**src/hdl/ptcc_pkg.sv**
```systemverilog
// Shared types, constants and fixed-point helpers for the pose transition clearance check.
`timescale 1ns / 1ps
package ptcc_pkg;

  typedef logic signed [31:0] word_t;
  typedef logic signed [33:0] qprod_t;
  typedef logic signed [65:0] acc_t;

  typedef word_t  mat_t [9];
  typedef qprod_t qp_t [10];

  typedef struct packed {
    logic  load;
    logic  last;
    logic  mob_first;
    logic  mob_second;
    word_t pos_x;
    word_t pos_y;
    word_t pos_z;
    word_t quat_x;
    word_t quat_y;
    word_t quat_z;
    word_t quat_w;
  } req_t;

  localparam int DATA_W = 232;

  localparam word_t WS_PT [3] = '{32'sd655, 32'sd0, 32'sd6554};
  localparam word_t PALM [9] = '{32'sd655, 32'sd6554, 32'sd6554,
                                 32'sd655, 32'sd0, 32'sd0,
                                 32'sd655, -32'sd6554, 32'sd6554};

  function automatic word_t sat32(input acc_t v);
    if (v > 66'sh7FFFFFFF) begin
      return 32'sh7FFFFFFF;
    end else if (v < -66'sh80000000) begin
      return -32'sh80000000;
    end
    return v[31:0];
  endfunction

  // Products are ordered xx, yy, zz, ww, xy, xz, yz, wx, wy, wz.
  function automatic mat_t quat_rot(input qp_t q);
    mat_t r;
    acc_t xx, yy, zz, ww, xy, xz, yz, wx, wy, wz, t;
    xx = 66'(q[0]);
    yy = 66'(q[1]);
    zz = 66'(q[2]);
    ww = 66'(q[3]);
    xy = 66'(q[4]);
    xz = 66'(q[5]);
    yz = 66'(q[6]);
    wx = 66'(q[7]);
    wy = 66'(q[8]);
    wz = 66'(q[9]);
    r[0] = sat32(ww + xx - yy - zz);
    t = xy - wz;
    r[1] = sat32(t + t);
    t = xz + wy;
    r[2] = sat32(t + t);
    t = xy + wz;
    r[3] = sat32(t + t);
    r[4] = sat32(ww - xx + yy - zz);
    t = yz - wx;
    r[5] = sat32(t + t);
    t = xz - wy;
    r[6] = sat32(t + t);
    t = yz + wx;
    r[7] = sat32(t + t);
    r[8] = sat32(ww - xx - yy + zz);
    return r;
  endfunction

endpackage

```
**src/hdl/ptcc_front.sv**
```systemverilog
// Front end: accepts requests, decodes their kind and queues them for the back end.
`timescale 1ns / 1ps
module ptcc_front import ptcc_pkg::*; (
  input  logic              clk,
  input  logic              rst,
  input  logic              s_tvalid,
  output logic              s_tready,
  input  logic [DATA_W-1:0] s_tdata,
  input  logic              s_tuser,
  input  logic              s_tlast,
  output logic              q_valid,
  input  logic              q_pop,
  output req_t              q_head
);

  localparam logic OP_LOAD = 1'b0;

  req_t       slots [2];
  req_t       incoming;
  logic       wptr;
  logic       rptr;
  logic [1:0] count;
  logic       push;
  logic       pop;

  assign s_tready = (count != 2'd2);
  assign q_valid  = (count != 2'd0);
  assign q_head   = slots[rptr];
  assign push     = s_tvalid && s_tready;
  assign pop      = q_pop && q_valid;

  always_comb begin
    incoming.load       = (s_tuser == OP_LOAD);
    incoming.last       = s_tlast;
    incoming.pos_x      = s_tdata[31:0];
    incoming.pos_y      = s_tdata[63:32];
    incoming.pos_z      = s_tdata[95:64];
    incoming.quat_x     = s_tdata[127:96];
    incoming.quat_y     = s_tdata[159:128];
    incoming.quat_z     = s_tdata[191:160];
    incoming.quat_w     = s_tdata[223:192];
    incoming.mob_first  = s_tdata[224];
    incoming.mob_second = s_tdata[225];
  end

  always_ff @(posedge clk) begin
    if (push) begin
      slots[wptr] <= incoming;
    end
  end

  always_ff @(posedge clk) begin
    if (rst) begin
      wptr  <= 1'b0;
      rptr  <= 1'b0;
      count <= 2'd0;
    end else begin
      if (push) begin
        wptr <= ~wptr;
      end
      if (pop) begin
        rptr <= ~rptr;
      end
      if (push && !pop) begin
        count <= count + 2'd1;
      end else if (pop && !push) begin
        count <= count - 2'd1;
      end
    end
  end

endmodule

```
**config.mk**
```make
export PLATFORM = sky130hd
export DESIGN_NAME = ptcc_front
export DESIGN_NICKNAME = d
export VERILOG_FILES = /design/src/hdl/ptcc_pkg.sv /design/src/hdl/ptcc_front.sv
export SDC_FILE = /design/constraint.sdc
export NUM_CORES = 1
export LEC_CHECK = 0
export ABC_AREA = 0
export BUFFER_PORTS_ARGS = -buffer_cell sky130_fd_sc_hd__buf_2
export CAP_MARGIN = 25
export CORE_AREA = 2 2 208 210
export DETAILED_ROUTE_END_ITERATION = 6
export DIE_AREA = 0 0 210 212
export PLACE_DENSITY = 0.73
export REMOVE_ABC_BUFFERS = 1
export SLEW_MARGIN = 0
export SYNTH_ARGS = -nofsm -noshare
export SYNTH_HDL_FRONTEND = slang
export SYNTH_SLANG_ARGS = --single-unit
```
**constraint.sdc**
```tcl
create_clock -name clk -period 10.8 [get_ports clk]
set_input_delay 1.62 -clock clk [delete_from_list [all_inputs] [get_ports clk]]
set_output_delay 1.62 -clock clk [all_outputs]
set_load 0.05 [all_outputs]
```
# After elaboration in Yosys (flattened, before gate mapping)
# Memories as Yosys holds them, arrays and structs flattened. A register that Yosys moved wholly into a read port is not among the register bits.
# Index checks and enable logic that the tools add are counted.
# totals
reg_bits	4
latch_bits	0
ram_bits	456
romBits	0
inputBits	238
out_inout_bits	230
n_memories	1
# memory_table
memory	depth	width	rd	rd_ports_with_merged_regs	wr	line	text
slots	2	228	1	1	1	ptcc_front.sv:18	req_t slots [2];
# op_classes
add_sub_neg	2
n_mul	0
div_mod_pow	0
magnitude_cmp	0
eq_ne	1
shifts	0
mux	6
bitwise	3
n_reduce_logical	8
# op_table
cell	count
$logic_and A1 B1 Y1	4
$mux W1	4
$mux W2	2
$reduce_bool A2 Y1	2
$not A1 Y1	3
$add A2 B1 Y2 const B	1
$logic_not A1 Y1	2
$ne A2 B2 Y1 const B	1
$sub A2 B1 Y2 const B	1

# Longest topological paths before layout
# Gate-level depths: netlist (run 1).
# logic_depth
depth_word	6
depth_mapped	6
depth_no_buf	6

# Worst setup path before layout (run 1)
# No wires, ideal clock.
# synth_path
path_kind	input -> register
start	input s_tvalid
end	memory slots[1][0] (netlist bit) (enable)
setup_ns	0.619
arrival_ns	6.870
required_time_ns	10.181
path_slack_ns	3.311
stages	1
n_path_buf	0
cell_sequence	and3_1
# synth_via
elab_chain_len	3
# synth_lines
element	line	text
start, declared	ptcc_front.sv:6	input logic s_tvalid,
$logic_and A1 B1 Y1	ptcc_front.sv:29	assign push = s_tvalid && s_tready;
$mux W1	ptcc_front.sv:47	if (push) begin
$mux W1 (not written as such)	ptcc_front.sv:48	slots[wptr] <= incoming;
end, declared	ptcc_front.sv:18	
# No other way between the ends.

==> summary.txt, run 1 <==
TIMING
----------------------------------------------------------------------------------------
Max-slew violation count ..................................................            0
Final Setup Violations ....................................................            0
Crit share post-route .....................................................        47.9%
Clock Skew ................................................................    0.0162 ns
Final hold slack ..........................................................     0.509 ns
Worst max-slew margin expressed relative to the limit .....................        33.0%
Setup_tns .................................................................         0 ns
Time the final worst path needs with I/O delays and setup .................      5.17 ns
Worst-margin pin slew .....................................................      1.00 ns
Number of hold violations in the final report .............................            0
Timing-limited maximum frequency ..........................................    0.193 GHz
Setup repair after global routing missed its margin .......................           no

LAYOUT
----------------------------------------------------------------------------------------
Finished Core Util ........................................................        49.5%
Count of nets after finishing .............................................         1465
Relative area change from synthesis to final layout .......................        25.3%
Layout Cells excl Fill ....................................................         1814
Fraction of final layout cells with drive strength greater than 1 .........        60.8%
Area of all placed cells without fillers ..................................   0.0210 mm2

PLACEMENT
----------------------------------------------------------------------------------------
Placed Instances ..........................................................         1724
Placed wire-length estimate ...............................................     22300 um
Placement Cell Area .......................................................   0.0196 mm2
Port buffer count .........................................................          461
Gp weighted congestion ....................................................        0.756

CLOCK NETWORK
----------------------------------------------------------------------------------------
Clock buffer count from CTS ...............................................           46
Cells resized by post-CTS repair ..........................................            0
Clock tree buffer depth ...................................................            3
Skew-Pair Late Insertion Delay ............................................      0.56 ns
Sinks on Clock Net ........................................................          461
Buffer type at the clock tree root ........................................    clkbuf_16
Number of buffers inserted by hold repair at cts ..........................            0
TritonCTS clock tree ......................................................          yes
H-Tree Level Count ........................................................            2
Post-CTS setup repair buffer count ........................................            0
Clock-pin transition on the worst setup and hold timing paths .............      0.06 ns

DETAILED ROUTING
----------------------------------------------------------------------------------------
Remaining routing DRC violations ..........................................            0
Detailed-route wire length on metal 1 .....................................     12700 um
Via count .................................................................         8542
Final WL ..................................................................     34000 um
Post-detailed-route count of antenna-violating nets .......................            0
DR vias/cell ..............................................................         4.71
Routed wire length per instance ...........................................      18.8 um
DR WL met2 ................................................................     17500 um
Number of search-and-repair iterations in the first detailed-routing pass .            5
Met3 WL post-DR ...........................................................      2720 um
Starting DRT DRC Count ....................................................          482
Highest routed metal layer ................................................         met5

LOGIC SYNTHESIS
----------------------------------------------------------------------------------------
Most frequently used flop master after synthesis ..........................     edfxtp_1
Number of synthesized register bits .......................................          461
Most common library cells after synthesis ................................. 456 x edfxtp_1, 228 x mux2_2, 22 x buf_6
Yosys Warn Count ..........................................................            0
Distinct cells, synth .....................................................           18
Post-synth top area share .................................................        81.6%
Syn_area_per_cell .........................................................     22.9 um2
Most instantiated library cell after synthesis ............................     edfxtp_1
Ys async rst share ........................................................           0%
Number of flops mapped to enable cells by yosys ...........................          456
Netlist area before placement .............................................   0.0168 mm2
Sequential-to-total area share from yosys stat ............................        82.2%
Cell types occupying the most area after synthesis ........................ edfxtp_1 82%, mux2_2 15%, buf_6 1.5%
Area leader, netlist ......................................................     edfxtp_1
Gate Count Post-Synth .....................................................          734

FLOORPLAN
----------------------------------------------------------------------------------------
Total die area ............................................................   0.0445 mm2
I/O pin count .............................................................          468
Die Span Y ................................................................       212 um
Starting Density ..........................................................        39.5%
Floorplan core area .......................................................   0.0425 mm2
Count of standard-cell rows ...............................................           76
DIE WIDTH .................................................................       210 um

SETUP PATH
----------------------------------------------------------------------------------------
Kind of start point of the critical path ..................................         flop
Arrival time reported for the critical path endpoint ......................      3.55 ns
Kind of critical path .....................................................   reg -> out
Endpoint kind of the worst setup timing path ..............................  output port
Required time at the endpoint of the critical path ........................      9.18 ns
Cell depth of the worst flop-to-flop path .................................            5
Max Fanout on Critical Path ...............................................           65

MIN PATH
----------------------------------------------------------------------------------------
Number of cells on the worst hold path ....................................            2
Hold/Removal Path Class ...................................................   reg -> reg

POWER AND IR DROP
----------------------------------------------------------------------------------------
Lkg Pwr ...................................................................      7.76 nW
Peak supply drop ..........................................................     0.189 mV
Power per unit of standard cell area ......................................   274 mW/mm2

GLOBAL ROUTING
----------------------------------------------------------------------------------------
Via count of the first global-routing pass ................................         8973
All-Layer GR Usage ........................................................        14.5%
Global route total overflow ...............................................            0
Antenna violations before repair ..........................................           12
Global-route wire length before repair ....................................     49100 um
Maximum number of pins on one net before global-route repair ..............          108

STATUS
----------------------------------------------------------------------------------------
Run status ................................................................ finished, final reports clean

RUN
----------------------------------------------------------------------------------------
Reported max-cap violation count ..........................................            0

stage by stage:
step / power (mW) / worst slack (ns)
6_report: 5.77 / 5.63
5_1_grt: 5.98 / 5.37
4_1_cts: 5.84 / 5.49
3_5_place_dp: 4.30 / 6.09
3_3_place_gp: 4.28 / 6.11
2_1_floorplan: 3.93 / 2.89
placed cells by master, fill, tap and decap left out, types with 4 or more instances in the layout:
master,count
buf_2,461
clkinv_1,10
mux2_2,228
edfxtp_1,456
clkbuf_1,7
clkbuf_16,49
clkinv_2,9
diode_2,9
dfxtp_1,4
buf_4,8
routing by layer:
| metal | track usage, % | up-vias |
|---|---|---|
| met4 | 6.65 | 8 |
| li1 | - | 3927 |
| met3 | 4.99 | 68 |
| met5 | 0 | - |
| met1 | 16.2 | 4218 |
| met2 | 25.2 | 321 |
state kept, by name, indices dropped and copies added, names as in the netlist, named ones only:
name and count:
rptr 1, wptr 1, slots 456, count 2
critical path, stage by stage (launching register included):
cell,delay (ns)
dfxtp_4,0.78
buf_4,0.79
buf_4,0.66
mux2_2,0.42
buf_2,0.22
power by group:
group	total (mW)	switching, mW	internal, mW	leakage [nW]
Clock	1.52	0.632	0.893	0.710
Sequential	2.31	0.0730	2.24	4.30
Combinational	1.94	1.43	0.508	2.75
worst paths after layout:
| check | from | end | slack [ns] |
|---|---|---|---|
| worst max-delay path | flop | q_head[136] | 5.63 |
| worst min-delay path | rptr$_SDFFE_PP0P_ | rptr$_SDFFE_PP0P_ | 0.51 |
| worst max register to register | count[0]$_SDFFE_PP0P_ | slots[0][211]$_DFFE_PP_ | 7.37 |
| worst min register to register | rptr$_SDFFE_PP0P_ | rptr$_SDFFE_PP0P_ | 0.51 |
logic make-up after synthesis:
kind of cell,share of synthesized area (%)
AND/OR/NAND/NOR,0.298
AO/OA/AOI/OAI,0.179
multiplexers,15.3
XOR/XNOR,0.157
adder cells (fa/ha/maj),0.0746
buffers and inverters,1.77
flip-flops,82.2
layout make-up:
cell class	count	area (um2)
multi-input cells	246	2690
clock buffers	56	1250
flip-flops and latches	461	13800
clock inverters	25	196
diodes	9	22.5
inverters	2	15.0
repair buffers	469	2370
fillers	3511	21500
well taps	546	683
No activity file was read; power rests on OpenSTA's default activity.
==> inputs of run 2 (changes only) <==
--- a/config.mk
+++ b/config.mk
@@ -11,7 +11,7 @@
 export CORE_AREA = 2 2 208 210
 export DETAILED_ROUTE_END_ITERATION = 6
 export DIE_AREA = 0 0 210 212
-export PLACE_DENSITY = 0.73
+export PLACE_DENSITY = 0.76
 export REMOVE_ABC_BUFFERS = 1
 export SLEW_MARGIN = 0
 export SYNTH_ARGS = -nofsm -noshare
==> constraint.sdc (replaced) <==
create_clock -name clk -period 4.3 [get_ports clk]
set_input_delay 0.645 -clock clk [delete_from_list [all_inputs] [get_ports clk]]
set_output_delay 0.645 -clock clk [all_outputs]
set_load 0.05 [all_outputs]
==> summary.txt, run 2 (synthesized netlist as in run 1, its figures left out) <==
FLOORPLAN
----------------------------------------------------------------------------------------
Die Span Y ................................................................       212 um   unchanged
I/O pin count .............................................................          468   unchanged
Count of standard-cell rows ...............................................           76   unchanged
Starting Density ..........................................................        39.5%   unchanged
Floorplan core area .......................................................   0.0425 mm2   unchanged
DIE WIDTH .................................................................       210 um   unchanged
Total die area ............................................................   0.0445 mm2   unchanged

TIMING
----------------------------------------------------------------------------------------
Crit share post-route .....................................................        70.5%
Setup repair after global routing missed its margin .......................           no
Max-slew violation count ..................................................            0   unchanged
Clock Skew ................................................................    0.0101 ns   -0.00609 ns
Worst max-slew margin expressed relative to the limit .....................        37.0%   +4.0 points
Timing-limited maximum frequency ..........................................    0.330 GHz
Final Setup Violations ....................................................            0   unchanged
Number of hold violations in the final report .............................            0   unchanged
Time the final worst path needs with I/O delays and setup .................      3.03 ns
Worst-margin pin slew .....................................................     0.945 ns   -0.0594 ns
Setup_tns .................................................................         0 ns   unchanged

POWER AND IR DROP
----------------------------------------------------------------------------------------
Lkg Pwr ...................................................................      7.80 nW   +0.54%
Pwr Total .................................................................      14.7 mW   +150%
Proportion of power drawn by the clock network ............................        27.3%   +0.9 points
Power per unit of standard cell area ......................................   695 mW/mm2   +150%
Cell Int Power ............................................................      9.29 mW   +160%
Peak supply drop ..........................................................     0.433 mV   +130%
Total net switching power .................................................      5.40 mW   +150%
Comb power frac ...........................................................        33.4%   about the same
Switching share of total power ............................................        36.7%   -0.21 points
Sequential fraction of design power .......................................        39.3%   -0.7 points

CLOCK NETWORK
----------------------------------------------------------------------------------------
Sinks on Clock Net ........................................................          461   unchanged
Buffer type at the clock tree root ........................................    clkbuf_16
Cells resized by post-CTS repair ..........................................            0   unchanged
TritonCTS clock tree ......................................................          yes
Skew-Pair Late Insertion Delay ............................................      0.56 ns   about the same
Clock-pin transition on the worst setup and hold timing paths .............      0.06 ns   about the same
Post-CTS setup repair buffer count ........................................            0   unchanged
Number of buffers inserted by hold repair at cts ..........................            0   unchanged
H-Tree Level Count ........................................................            2   unchanged
Clock buffer count from CTS ...............................................           46   unchanged
Clock tree buffer depth ...................................................            3   unchanged

SETUP PATH
----------------------------------------------------------------------------------------
Max Fanout on Critical Path ...............................................           39   -40%
Required time at the endpoint of the critical path ........................      3.65 ns   -5.53 ns
Endpoint kind of the worst setup timing path ..............................  output port
Kind of critical path .....................................................   reg -> out
Kind of start point of the critical path ..................................         flop
Arrival time reported for the critical path endpoint ......................      2.39 ns   -1.16 ns

DETAILED ROUTING
----------------------------------------------------------------------------------------
Remaining routing DRC violations ..........................................            0   unchanged
Number of search-and-repair iterations in the first detailed-routing pass .            4   -1
DR vias/cell ..............................................................         4.74   +0.64%
Routed wire length per instance ...........................................      19.0 um   +1.3%
Via count .................................................................         8587   +0.53%
Final WL ..................................................................     34400 um   +1.2%
Post-detailed-route count of antenna-violating nets .......................            0   unchanged
Starting DRT DRC Count ....................................................          475   -1.5%

LAYOUT
----------------------------------------------------------------------------------------
Flip-flop count of the largest register, all copies and words added .......          456   unchanged
Fraction of final layout cells with drive strength greater than 1 .........        60.9%   about the same
Commonest cells after routing, fill and taps aside ........................ 461 x buf_2, 456 x edfxtp_1, 228 x mux2_2
Area of all placed cells without fillers ..................................   0.0211 mm2   +0.56%
Count of nets after finishing .............................................         1464   -0.068%
Biggest register ..........................................................        slots
Relative area change from synthesis to final layout .......................        26.0%
Most frequent standard cell in the layout excluding fill and tap cells ....        buf_2
Top flop regs ............................................................. slots (456), count (2)

GLOBAL ROUTING
----------------------------------------------------------------------------------------
Antenna violations before repair ..........................................           10   -2
All-Layer GR Usage ........................................................        14.8%   +0.25 points
Met3 track demand over resource ...........................................        5.49%   +0.50 points
Global routing usage on met2 ..............................................        25.4%   +0.19 points
Maximum number of pins on one net before global-route repair ..............          162   +50%
Layer with the highest usage after global routing .........................         met2
Global route total overflow ...............................................            0   unchanged
Met1 Resource Use GR ......................................................        16.0%   -0.24 points
Global-route wire length before repair ....................................     50000 um   +1.9%
Via count of the first global-routing pass ................................         8991   +0.20%

PLACEMENT
----------------------------------------------------------------------------------------
Port buffer count .........................................................          461   unchanged
Placement Cell Area .......................................................   0.0196 mm2   +0.28%
Gp weighted congestion ....................................................        0.750   -0.79%
Placed wire-length estimate ...............................................     22300 um   about the same

RUN
----------------------------------------------------------------------------------------
Reported max-cap violation count ..........................................            0   unchanged

MIN PATH
----------------------------------------------------------------------------------------
Hold/Removal Path Class ...................................................    in -> reg

STATUS
----------------------------------------------------------------------------------------
Run status ................................................................ finished, final reports clean

run 2: cell types whose count changed in the layout (fill, tap and decap cells not counted), sizes merged:
cell | previous run | this run
diode | 9 | 4
inv | 3 | 4
clkinvlp | 2 | 3
clkinv | 19 | 18
buf | 469 | 468
bufinv | 3 | 5
clkbuf | 56 | 57
run 2: per-layer routing:
metal	wire length (um)	up-vias
met5	66	-
met4	1420	10
met3	2870	89
met2	17500	334
met1	12600	4222
li1	-	3932
run 2: power groups by stage:
stage / registers [mW] / logic (mW) / clock network [mW]
finish: 5.78 / 4.91 / 4.01
detailed placement: 5.88 / 4.95 / 0
CTS: 5.78 / 4.96 / 4.14
floorplan: 6.12 / 3.76 / 0
global placement: 5.84 / 4.92 / 0
global route: 5.82 / 5.12 / 4.29
run 2: metrics by stage:
step,util (%),cells,hold slack [ns],worst slack (ns)
after global placement,46.1,1723,0.486,1.82
after floorplan,-,709,0.471,-2.63
after CTS,49.7,1808,0.221,1.17
after global routing,49.7,1811,0.230,1.11
final,49.7,1812,0.270,1.27
after detailed placement,46.1,1723,0.491,1.78
run 2: final timing paths:
check	from	endpoint	slack, ns	cells past startpoint
setup / recovery	flop	q_head[62]	1.27	3
hold / removal	s_tdata[134]	slots[0][70]$_DFFE_PP_	0.27	1
setup reg to reg	count[0]$_SDFFE_PP0P_	slots[0][6]$_DFFE_PP_	2.11	4
hold reg to reg	rptr$_SDFFE_PP0P_	rptr$_SDFFE_PP0P_	0.52	2
run 2: cell type report:
class                      instances  area (um2)
inverter                           2        15.0
sequential                       461       13800
timing repair buffer             468        2420
tap                              546         683
multi-input combinational        246        2690
fill                            3500       21400
antenna                            4        10.0
clock inverter                    28         268
clock buffer                      57        1260
run 2: critical path, cell delays in order, from the launching register on:
cell     delay, ns
dfxtp_4       0.64
buf_4         0.53
mux2_2        0.40
buf_2         0.22
